File: config.mk
export PLATFORM = sky130hd
export DESIGN_NAME = modular_inverse_ext_euclid_unit_flat
export DESIGN_NICKNAME = d
export VERILOG_FILES = /design/src/rtl/mie_pkg.sv /design/src/rtl/mie_ifs.sv /design/src/rtl/mie_step_unit.sv /design/src/rtl/mie_core.sv /design/src/rtl/modular_inverse_ext_euclid_unit.sv /design/src/flat_wrapper.sv
export SDC_FILE = /design/constraint.sdc
export NUM_CORES = 1
export LEC_CHECK = 0
export BUFFER_PORTS_ARGS = -buffer_cell sky130_fd_sc_hd__buf_4
export CORE_MARGIN = 1
export CORE_UTILIZATION = 47
export CTS_BUF_LIST = sky130_fd_sc_hd__clkbuf_8 sky130_fd_sc_hd__clkbuf_16
export DETAILED_ROUTE_END_ITERATION = 10
export PLACE_DENSITY = 0.73
export SYNTH_ARGS = -nofsm -noshare
export SYNTH_HDL_FRONTEND = slang
export SYNTH_HIERARCHICAL = 1
export SYNTH_SLANG_ARGS = --single-unit
File: constraint.sdc
create_clock -name i_clk -period 5.26 [get_ports i_clk]
set_clock_uncertainty 0.1 [all_clocks]
set_input_delay 1.052 -clock i_clk [delete_from_list [all_inputs] [get_ports i_clk]]
set_output_delay 1.052 -clock i_clk [all_outputs]
set_load 0.01 [all_outputs]
File: src/rtl/mie_pkg.sv
`timescale 1ns / 1ps

package mie_pkg;

    localparam int VALUE_BITS_DEF = 31;
    localparam int MODULUS_RESET  = 13;
    localparam int MAX_ROUNDS     = 128;
    localparam int ROUND_BITS     = $clog2(MAX_ROUNDS);

    typedef struct packed {
        logic idle;
        logic done;
    } t_core_stat;

endpackage

File: src/rtl/mie_ifs.sv
`timescale 1ns / 1ps

interface mie_op_if #(
    parameter int VALUE_BITS = mie_pkg::VALUE_BITS_DEF
);
    logic                  valid;
    logic                  ready;
    logic [VALUE_BITS-1:0] operand_value;

    modport source (output valid, output operand_value, input ready);
    modport sink   (input valid, input operand_value, output ready);
endinterface

interface mie_res_if #(
    parameter int VALUE_BITS = mie_pkg::VALUE_BITS_DEF
);
    logic                  valid;
    logic                  ready;
    logic [VALUE_BITS-1:0] inverse_value;

    modport source (output valid, output inverse_value, input ready);
    modport sink   (input valid, input inverse_value, output ready);
endinterface

interface mie_cfg_if #(
    parameter int VALUE_BITS = mie_pkg::VALUE_BITS_DEF
);
    logic                  valid;
    logic                  ready;
    logic [VALUE_BITS-1:0] modulus;

    modport source (output valid, output modulus, input ready);
    modport sink   (input valid, input modulus, output ready);
endinterface

File: src/rtl/mie_step_unit.sv
`timescale 1ns / 1ps

module mie_step_unit #(
    parameter int VALUE_BITS = mie_pkg::VALUE_BITS_DEF
) (
    input  logic [VALUE_BITS-1:0] i_div_rem,
    input  logic                  i_div_bit,
    input  logic [VALUE_BITS-1:0] i_divisor,
    input  logic [VALUE_BITS-1:0] i_acc,
    input  logic                  i_qbit,
    input  logic [VALUE_BITS-1:0] i_coef_cur,
    input  logic [VALUE_BITS-1:0] i_coef_old,
    input  logic [VALUE_BITS-1:0] i_modulus,
    output logic [VALUE_BITS-1:0] o_div_rem,
    output logic                  o_qbit,
    output logic [VALUE_BITS-1:0] o_acc,
    output logic [VALUE_BITS-1:0] o_coef_new
);

    logic [VALUE_BITS:0]   div_x;
    logic [VALUE_BITS:0]   div_diff;
    logic [VALUE_BITS+1:0] mul_t;
    logic [VALUE_BITS+1:0] mod_1;
    logic [VALUE_BITS+1:0] mod_2;
    logic [VALUE_BITS:0]   coef_diff;

    // One restoring division step.
    always_comb begin
        div_x    = {i_div_rem, i_div_bit};
        div_diff = div_x - {1'b0, i_divisor};
        o_qbit   = (div_x >= {1'b0, i_divisor});
        o_div_rem = o_qbit ? div_diff[VALUE_BITS-1:0] : div_x[VALUE_BITS-1:0];
    end

    // One Horner step of the modular product, most significant quotient bit first.
    always_comb begin
        mod_1 = {2'b00, i_modulus};
        mod_2 = {1'b0, i_modulus, 1'b0};
        mul_t = {1'b0, i_acc, 1'b0} + (i_qbit ? {2'b00, i_coef_cur} : '0);
        if (mul_t >= mod_2) begin
            o_acc = VALUE_BITS'(mul_t - mod_2);
        end else if (mul_t >= mod_1) begin
            o_acc = VALUE_BITS'(mul_t - mod_1);
        end else begin
            o_acc = mul_t[VALUE_BITS-1:0];
        end
    end

    // Next coefficient, lifted into the range below the modulus.
    always_comb begin
        coef_diff  = {1'b0, i_coef_old} - {1'b0, i_acc};
        o_coef_new = coef_diff[VALUE_BITS] ? (coef_diff[VALUE_BITS-1:0] + i_modulus)
                                           : coef_diff[VALUE_BITS-1:0];
    end

endmodule

File: src/rtl/mie_core.sv
`timescale 1ns / 1ps

module mie_core #(
    parameter int VALUE_BITS = mie_pkg::VALUE_BITS_DEF
) (
    input  logic                   i_clk,
    input  logic                   i_rst_n,
    input  logic                   i_start,
    input  logic [VALUE_BITS-1:0]  i_operand,
    input  logic [VALUE_BITS-1:0]  i_modulus,
    input  logic                   i_done_ack,
    output mie_pkg::t_core_stat    o_stat,
    output logic [VALUE_BITS-1:0]  o_result
);

    localparam logic [1:0] ST_IDLE = 2'd0;
    localparam logic [1:0] ST_DIV  = 2'd1;
    localparam logic [1:0] ST_UPD  = 2'd2;
    localparam logic [1:0] ST_DONE = 2'd3;

    localparam int CNT_BITS = $clog2(VALUE_BITS + 1);
    localparam logic [CNT_BITS-1:0] CNT_LAST = CNT_BITS'(VALUE_BITS);
    localparam logic [mie_pkg::ROUND_BITS-1:0] ROUND_LAST =
        mie_pkg::ROUND_BITS'(mie_pkg::MAX_ROUNDS - 1);

    logic [1:0]                        r_state, n_state;
    logic [CNT_BITS-1:0]               r_cnt, n_cnt;
    logic [mie_pkg::ROUND_BITS-1:0]    r_round, n_round;
    logic [VALUE_BITS-1:0]             r_rcur, n_rcur;
    logic [VALUE_BITS-1:0]             r_cold, n_cold;
    logic [VALUE_BITS-1:0]             r_ccur, n_ccur;
    logic [VALUE_BITS-1:0]             r_rem, n_rem;
    logic [VALUE_BITS-1:0]             r_num, n_num;
    logic                              r_qbit, n_qbit;
    logic [VALUE_BITS-1:0]             r_acc, n_acc;
    logic [VALUE_BITS-1:0]             r_mod, n_mod;

    logic [VALUE_BITS-1:0] step_rem;
    logic                  step_qbit;
    logic [VALUE_BITS-1:0] step_acc;
    logic [VALUE_BITS-1:0] step_coef;

    mie_step_unit #(
        .VALUE_BITS (VALUE_BITS)
    ) u_step (
        .i_div_rem  (r_rem),
        .i_div_bit  (r_num[VALUE_BITS-1]),
        .i_divisor  (r_rcur),
        .i_acc      (r_acc),
        .i_qbit     (r_qbit),
        .i_coef_cur (r_ccur),
        .i_coef_old (r_cold),
        .i_modulus  (r_mod),
        .o_div_rem  (step_rem),
        .o_qbit     (step_qbit),
        .o_acc      (step_acc),
        .o_coef_new (step_coef)
    );

    always_comb begin
        n_state = r_state;
        n_cnt   = r_cnt;
        n_round = r_round;
        n_rcur  = r_rcur;
        n_cold  = r_cold;
        n_ccur  = r_ccur;
        n_rem   = r_rem;
        n_num   = r_num;
        n_qbit  = r_qbit;
        n_acc   = r_acc;
        n_mod   = r_mod;
        unique case (r_state)
            ST_IDLE: begin
                if (i_start) begin
                    n_mod   = i_modulus;
                    n_rcur  = i_operand;
                    n_cold  = '0;
                    n_ccur  = VALUE_BITS'(1);
                    n_round = '0;
                    n_rem   = '0;
                    n_num   = i_modulus;
                    n_acc   = '0;
                    n_qbit  = 1'b0;
                    n_cnt   = '0;
                    if ((i_modulus < VALUE_BITS'(2)) || (i_operand == '0)) begin
                        n_state = ST_DONE;
                    end else begin
                        n_state = ST_DIV;
                    end
                end
            end
            ST_DIV: begin
                if (r_cnt != CNT_LAST) begin
                    n_rem  = step_rem;
                    n_qbit = step_qbit;
                    n_num  = {r_num[VALUE_BITS-2:0], 1'b0};
                end
                if (r_cnt != '0) begin
                    n_acc = step_acc;
                end
                n_cnt = r_cnt + CNT_BITS'(1);
                if (r_cnt == CNT_LAST) begin
                    n_state = ST_UPD;
                end
            end
            ST_UPD: begin
                n_rcur  = r_rem;
                n_cold  = r_ccur;
                n_ccur  = step_coef;
                n_round = r_round + mie_pkg::ROUND_BITS'(1);
                n_num   = r_rcur;
                n_rem   = '0;
                n_acc   = '0;
                n_qbit  = 1'b0;
                n_cnt   = '0;
                if ((r_rem == '0) || (r_round == ROUND_LAST)) begin
                    n_state = ST_DONE;
                end else begin
                    n_state = ST_DIV;
                end
            end
            ST_DONE: begin
                if (i_done_ack) begin
                    n_state = ST_IDLE;
                end
            end
            default: begin
                n_state = ST_IDLE;
            end
        endcase
    end

    always_ff @(posedge i_clk) begin
        if (!i_rst_n) begin
            r_state <= ST_IDLE;
        end else begin
            r_state <= n_state;
        end
        r_cnt   <= n_cnt;
        r_round <= n_round;
        r_rcur  <= n_rcur;
        r_cold  <= n_cold;
        r_ccur  <= n_ccur;
        r_rem   <= n_rem;
        r_num   <= n_num;
        r_qbit  <= n_qbit;
        r_acc   <= n_acc;
        r_mod   <= n_mod;
    end

    assign o_stat.idle = (r_state == ST_IDLE);
    assign o_stat.done = (r_state == ST_DONE);
    assign o_result    = r_cold;

endmodule

File: src/rtl/modular_inverse_ext_euclid_unit.sv
`timescale 1ns / 1ps

// Port       Dir  Payload         Transaction
// i_op       in   operand_value   value to invert, taken when valid and ready are high
// o_res      out  inverse_value   inverse modulo the modulus, one per input transaction
// i_cfg      in   modulus         new modulus, always ready, write only while idle
//
// Each Euclid round computes one restoring division bit per cycle, with the modular
// product of quotient and coefficient formed in the cycle after each bit in
// the same shared step unit, and then ends in one update state.
// Reset is synchronous and active low and sets the modulus to 13.
// A finished result waits in the output register, and a new input transaction is
// taken while it waits; the sequencer stalls only when a second result is ready.

module modular_inverse_ext_euclid_unit #(
    parameter int VALUE_BITS = mie_pkg::VALUE_BITS_DEF
) (
    input  logic      i_clk,
    input  logic      i_rst_n,
    mie_op_if.sink    i_op,
    mie_res_if.source o_res,
    mie_cfg_if.sink   i_cfg
);

    logic [VALUE_BITS-1:0] r_modulus;
    logic                  r_out_valid;
    logic [VALUE_BITS-1:0] r_out_data;

    mie_pkg::t_core_stat   core_stat;
    logic [VALUE_BITS-1:0] core_result;
    logic                  out_free;
    logic                  done_ack;
    logic                  start;

    assign out_free    = !r_out_valid || o_res.ready;
    assign done_ack    = core_stat.done && out_free;
    assign start       = i_op.valid && core_stat.idle;
    assign i_op.ready  = core_stat.idle;
    assign i_cfg.ready = 1'b1;

    mie_core #(
        .VALUE_BITS (VALUE_BITS)
    ) u_core (
        .i_clk      (i_clk),
        .i_rst_n    (i_rst_n),
        .i_start    (start),
        .i_operand  (i_op.operand_value),
        .i_modulus  (r_modulus),
        .i_done_ack (done_ack),
        .o_stat     (core_stat),
        .o_result   (core_result)
    );

    always_ff @(posedge i_clk) begin
        if (!i_rst_n) begin
            r_modulus   <= VALUE_BITS'(mie_pkg::MODULUS_RESET);
            r_out_valid <= 1'b0;
        end else begin
            if (i_cfg.valid) begin
                r_modulus <= i_cfg.modulus;
            end
            if (done_ack) begin
                r_out_valid <= 1'b1;
            end else if (o_res.ready) begin
                r_out_valid <= 1'b0;
            end
        end
        if (done_ack) begin
            r_out_data <= core_result;
        end
    end

    assign o_res.valid         = r_out_valid;
    assign o_res.inverse_value = r_out_data;

endmodule
File: src/flat_wrapper.sv
// flat-port wrapper written by rule: the top's interface ports become plain ports
module modular_inverse_ext_euclid_unit_flat 
#(
    parameter int VALUE_BITS = mie_pkg::VALUE_BITS_DEF
)
  (i_clk, i_rst_n, i_op_valid, i_op_operand_value, i_op_ready, o_res_valid, o_res_inverse_value, o_res_ready, i_cfg_valid, i_cfg_modulus, i_cfg_ready);
  mie_op_if #(.VALUE_BITS(VALUE_BITS)) i_op_i ();
  mie_res_if #(.VALUE_BITS(VALUE_BITS)) o_res_i ();
  mie_cfg_if #(.VALUE_BITS(VALUE_BITS)) i_cfg_i ();
  input  logic i_clk;
  input  logic i_rst_n;
  input wire logic [$bits(i_op_i.valid)-1:0] i_op_valid;
  input wire logic [$bits(i_op_i.operand_value)-1:0] i_op_operand_value;
  output wire logic [$bits(i_op_i.ready)-1:0] i_op_ready;
  output wire logic [$bits(o_res_i.valid)-1:0] o_res_valid;
  output wire logic [$bits(o_res_i.inverse_value)-1:0] o_res_inverse_value;
  input wire logic [$bits(o_res_i.ready)-1:0] o_res_ready;
  input wire logic [$bits(i_cfg_i.valid)-1:0] i_cfg_valid;
  input wire logic [$bits(i_cfg_i.modulus)-1:0] i_cfg_modulus;
  output wire logic [$bits(i_cfg_i.ready)-1:0] i_cfg_ready;
  assign i_op_i.valid = i_op_valid;
  assign i_op_i.operand_value = i_op_operand_value;
  assign i_op_ready = i_op_i.ready;
  assign o_res_valid = o_res_i.valid;
  assign o_res_inverse_value = o_res_i.inverse_value;
  assign o_res_i.ready = o_res_ready;
  assign i_cfg_i.valid = i_cfg_valid;
  assign i_cfg_i.modulus = i_cfg_modulus;
  assign i_cfg_ready = i_cfg_i.ready;
  modular_inverse_ext_euclid_unit #(.VALUE_BITS(VALUE_BITS)) u_core (.i_clk(i_clk), .i_rst_n(i_rst_n), .i_op(i_op_i), .o_res(o_res_i), .i_cfg(i_cfg_i));
endmodule
* Word level (Yosys, flattened, before mapping) *
Index checks and enable logic that the tools add are counted.
Widths: inputs -> output; s select.

cells by class
  reduce and logical (&&, ||, !) cells = 19
  add/subtract/negate cells = 8
  multiplexer cells = 33
  equality and inequality tests = 11
  magnitude comparators = 4

operator list
  operator             number
  $mux 31              12
  $pmux 31 s3          3
  $pmux 31 s2          3
  $sub 31x31->31       3
  $logic_not 31->1     2
  $add 32x31->33       1
  $ge 33x31->1         1
  $ge 33x32->1         1
  $ge 32x31->1         1
  $sub 31x31->32       1
  $add 31x31->31       1
  $lt 31x2->1 const B  1
  $pmux 5 s3           1
  $pmux 7 s2           1
  $mux 2               5
  $reduce_and 3->1     3
  $ne 2x2->1 const B   4
  $pmux 2 s4           1
  $add 7x1->7 const B  1
  $eq 7x7->1 const B   1
  $mux 7               1
  $reduce_and 2->1     3
  $add 5x1->5 const B  1
  $eq 5x5->1 const B   1
  14 further kinds     22

word-level totals
  bits in registers = 295
  output and inout bits = 34
  word-level logic and storage cells = 89
  bits of input ports = 67

* Logic depth before layout (Yosys ltp) *
  depth in word-level cells = 7
  gate-level depth with buffers = 27
  depth with buffers taken out = 25

* Cells and area by module *
The synthesis kept the hierarchy.

by module, submodules not included
  module                           cells an instance  area each (µm²)  times used  seq. area each (µm²)
  mie_step_unit                    1615               10827.9          1           0.0
  mie_core                         605                9420.3           1           6946.7
  modular_inverse_ext_euclid_unit  138                2189.6           1           1571.5

* Worst setup path after synthesis *
OpenSTA, ideal clock, no wires.

  kind = register -> register
  from = register u_core.u_core.r_qbit
  to = register u_core.u_core.r_acc[17] (data pin)
  setup time = 255 ps
  clock period less this slack = 5522 ps
  stages on the path, launching flop included = 27
  path buffers = 4
  path slack = -262 ps
  data required time = 4905 ps
  arrival time = 5167 ps
  cells stage by stage = edfxtp_1 > clkbuf_1 > and2_1 > ha_1 > buf_6 > and4_4 > and3_1 > a22o_1 > o311a_1 > o21a_1 > a21o_1 > a21oi_1 > xnor2_1 > ha_1 > clkbuf_1 > a21oi_1 > o21ai_0 > a21oi_1 > o21ai_0 > a21o_1 > a21oi_1 > o311ai_4 > or2_1 > clkbuf_1 > or3_1 > a22o_1 > and2_1

between the ends
  word-level cells in the longest chain between the ends = 7
  elaborated cells on any way between the ends = 10
  those cells by class = add/sub (3); order compare (2); mux (5)

ends and longest elaborated chain
  element                                                RTL line                                  RTL
  from (decl)                                            mie_core.sv:34                            logic r_qbit, n_qbit;
  from (signal assigned)                                 mie_core.sv:146                           r_qbit <= n_qbit;
  $mux 31 *                                              mie_step_unit.sv:39                       mul_t = {1'b0, i_acc, 1'b0} + (i_qbit ? {2'b00, i_coef_cur} : '0);
  $add 32x31->33 *                                       mie_step_unit.sv:39
  $sub 31x31->31 / $ge 33x31->1 (equally long branches)  mie_step_unit.sv:43, mie_step_unit.sv:42
  $mux 31                                                mie_step_unit.sv:42                       end else if (mul_t >= mod_1) begin
  $mux 31 *                                              mie_step_unit.sv:40                       if (mul_t >= mod_2) begin
  net u_core.u_core.step_acc[17]                         mie_core.sv:40                            logic [VALUE_BITS-1:0] step_acc;
  $mux 31 *                                              mie_core.sv:98                            if (r_cnt != '0) begin
  $pmux 31 s3 *                                          mie_core.sv:72                            unique case (r_state)
  to (signal assigned)                                   mie_core.sv:147                           r_acc <= n_acc;
  to (decl)                                              mie_core.sv:35                            logic [VALUE_BITS-1:0] r_acc, n_acc;

Mark *: on every way through the listed nets, which the timed path passes. The rest lies on a longest branch. The select of a mux whose other input is x is not followed.
A chain may end at the register's enable or synchronous reset.

* Final worst setup path *
Same ends and word-level chain as after synthesis.

==> impl_results.md <==
- Vias: 19600
- Syn Nets: 2624
- Placed Cells: 3232
- WL/cell: a little over 20 um
- Synthesized area: 22400 um2
- Setup crit start kind: register
- Starting DRT DRC Count: 1831
- Gr ovfl total: 0
- FF+latch count, synth: 295
- CP arrival: 5.52 ns
- Worst-margin pin slew: 1.10 ns
- Die height: around 220 um
- CTS hold repair buffers: 0
- Area Overhead vs Synth: 24.8%
- Register area share after synthesis: between 30% and 40%
- Clock tree from TritonCTS: yes
- Status: finished, violations left
- PnR worst setup slack: -0.0344 ns
- Sequential cell area: 8520 um2
- Asr flop ratio synth: 0%
- Number of I/O pins: 101
- Initial cell density of the core: 47.9%
- Non-filler instance count after layout: 3337
- Synth warn: 6
- Synth area leader: edfxtp_1
- Routed Antenna Nets: 0
- Main synth FF type: edfxtp_1
- # DRC: 2
- First-pass GRT wire length: ~100 mm
- Design area: about 28000 um2
- Fin crit period: 5.29 ns
- Worst reg2reg setup slack: -0.03 ns
- Unrepaired setup endpoints after global routing: true
- Final worst-path cycle share: 101%
- N_diodes: 0
- Max Cap Violations: 0
- Share of cells above drive strength 1: about a quarter
- Die span in x: 220 um
- H-tree Lvls: 2
- Number of global-route vias before repair: between 15000 and 20000
- Synth cell types: 86
- Hold WC Path Type: reg2reg
- Multi-input gate area: 13900 um2
- Core Area: 46900 um2
- Clock Sinks: between 200 and 300
- Root buffer selected by CTS: clkbuf_16
- Hold Fails Final Rpt: 0
- Largest net degree at the start of global routing: 72
- Initial DRT Pass Iterations: 10
- Fillers: 3944
- GP Congestion: 1.01
- Setup TNS Final: -0.0720 ns
- Worst Path Required: 5.49 ns
- Area fraction of the dominant cell type after synthesis: about a third
- Max-slew violations: 0
- Final setup viols: 3
- Critical path endpoint category: register
- Placed wire-length estimate: 50.9 mm
- Maximum buffer depth of the clock tree: 3
- Crit path max fanout: 8
- WS Path Type: reg2reg
- Post-place instance area: between 20000 and 30000 um2
- Post-synth EDFFs: 261
- Initial antenna violation count: 1
- GRT Overall Usage: 27.6%
- Max transition margin: 26.7%
- Avg Inst Size Synth: 9.52 um2
- Fmax achieved: approximately 190 MHz
- Clk pin slew, worst setup/hold paths: 0.06 ns
- Input/output buffers: 99
- Die area: 48600 um2
- CTS buffer count: 37
- Post-Syn Instances: 2358
- Detailed-route wire length: 68.6 mm
- Failing checks: DRC, setup timing
- Skew-Pair Late Insertion Delay: 0.57 ns
- Site row count: 79
- Fin nets: 2969
- Vias per cell: 5.87
- Hold WS: 0.357 ns
- Top cells by area, synth: edfxtp_1, ha_1, and2_1, a21oi_1, xnor2_1
==> cells by family (layout without fill, tap and decap cells) <==
kind of cell | Yosys count | count (layout) | share of synthesized area [%]
flip-flops | 295 | 295 | 38.0
XOR/XNOR | 160 | 160 | 6.25
buffers and inverters | 232 | 604 | 4.37
AO/OA/AOI/OAI | 661 | 661 | 18.8
AND/OR/NAND/NOR | 704 | 704 | 16.3
adder cells (fa/ha/maj) | 199 | 199 | 11.3
multiplexers | 106 | 106 | 4.97
other | 1 | 1 | 0.0167
==> worst max-delay path, stage by stage, from the launching register on <==
cell and delay, ns:
edfxtp_1 0.50, buf_6 0.19, buf_6 0.11, and2_4 0.13, ha_4 0.21, and4_4 0.19, and3_4 0.15, a22o_1 0.22
o311a_1 0.35, o21a_1 0.22, a21o_1 0.17, a21oi_2 0.17, xnor2_2 0.17, ha_4 0.25, a21oi_2 0.14, o21ai_2 0.07
a21oi_2 0.15, o21ai_1 0.08, a21o_1 0.17, a21oi_2 0.16, o311ai_4 0.12, or2_4 0.34, or3_1 0.33, a22o_1 0.21
and2_1 0.15
==> stage by stage <==
stage	worst slack [ns]	utilization, %
after global placement	-0.244	54.5
after floorplan	0.0188	-
after global routing	-0.251	59.8
after CTS	0.0000520	57.5
final	-0.0344	59.8
after detailed placement	-0.434	54.5
==> path summary, 6_finish.rpt <==
path	from	end	cells after the start
worst max-delay path	u_core/u_core/r_qbit	u_core/u_core/r_acc[17]	24
worst min-delay path	u_core/u_core/o_result[14]	u_core/o_res.inverse_value[14]	0
worst max register to register	u_core/u_core/r_qbit	u_core/u_core/r_acc[17]	24
worst min register to register	u_core/u_core/o_result[14]	u_core/o_res.inverse_value[14]	0
==> area by class of cell <==
type                       count  share of cell area [%]
timing repair buffer         389                    10.8
inverter                     149                    2.00
tap                          607                    2.71
clock inverter                29                    1.13
clock buffer                  37                    3.31
sequential                   295                    30.4
multi-input combinational   1831                    49.6
==> registers in the layout, summed over array words and instances, names as in the netlist, 31 cells and up <==
signal and cells:
u_core/u_core/r_ccur 31, u_core/u_core/r_rcur 31, u_core/u_core/r_rem 31, u_core/u_core/r_num 31, u_core/u_core/o_result 31, u_core/u_core/r_mod 31, u_core/r_modulus 31, u_core/u_core/r_acc 31
u_core/o_res.inverse_value 31
==> timing repair <==
| item | in CTS | in global routing |
|---|---|---|
| setup endpoints to repair | 35 | 39 |
| resized for setup | 32 | 150 |
| cloned | 0 | 4 |
| pin swaps | 14 | 36 |
| setup buffers | 5 | 31 |
==> cell usage after synthesis, types with 23 or more instances <==
library cell and count:
o21ai_0 135, xor2_1 58, dfxtp_1 34, nor2_1 145
nor2b_1 48, a31oi_1 25, nor3_1 33, mux2i_1 62
xnor2_1 102, mux2_2 44, nand4_1 27, nand2_1 147
clkbuf_1 53, o21bai_1 24, ha_1 193, nand3_1 33
a22oi_1 33, a21o_1 81, nor4_1 23, edfxtp_1 261
o21a_1 28, a21oi_1 207, inv_1 149, and2_1 169
==> cells in the final DEF (no fill, tap or decap), types with 89 or more instances in the layout <==
cell type / netlist / layout
a21oi_1: 207 / 182
and2_1: 169 / 163
buf_4: 7 / 374
edfxtp_1: 261 / 261
ha_1: 193 / 172
inv_1: 149 / 155
nand2_1: 147 / 144
nor2_1: 145 / 143
o21ai_0: 135 / 108
xnor2_1: 102 / 89
==> layer usage <==
layer / global-route usage (%) / vias up / share of wire [%]
li1: - / 9307 / -
met1: 37.4 / 9314 / 43
met2: 45.1 / 811 / 46
met3: 3.22 / 161 / 6.2
met4: 11.0 / 2 / 4.0
met5: 0 / - / 0.017
Power is not shown: default switching activity piles up to over one toggle a cycle in this logic, so the estimate is an artifact.
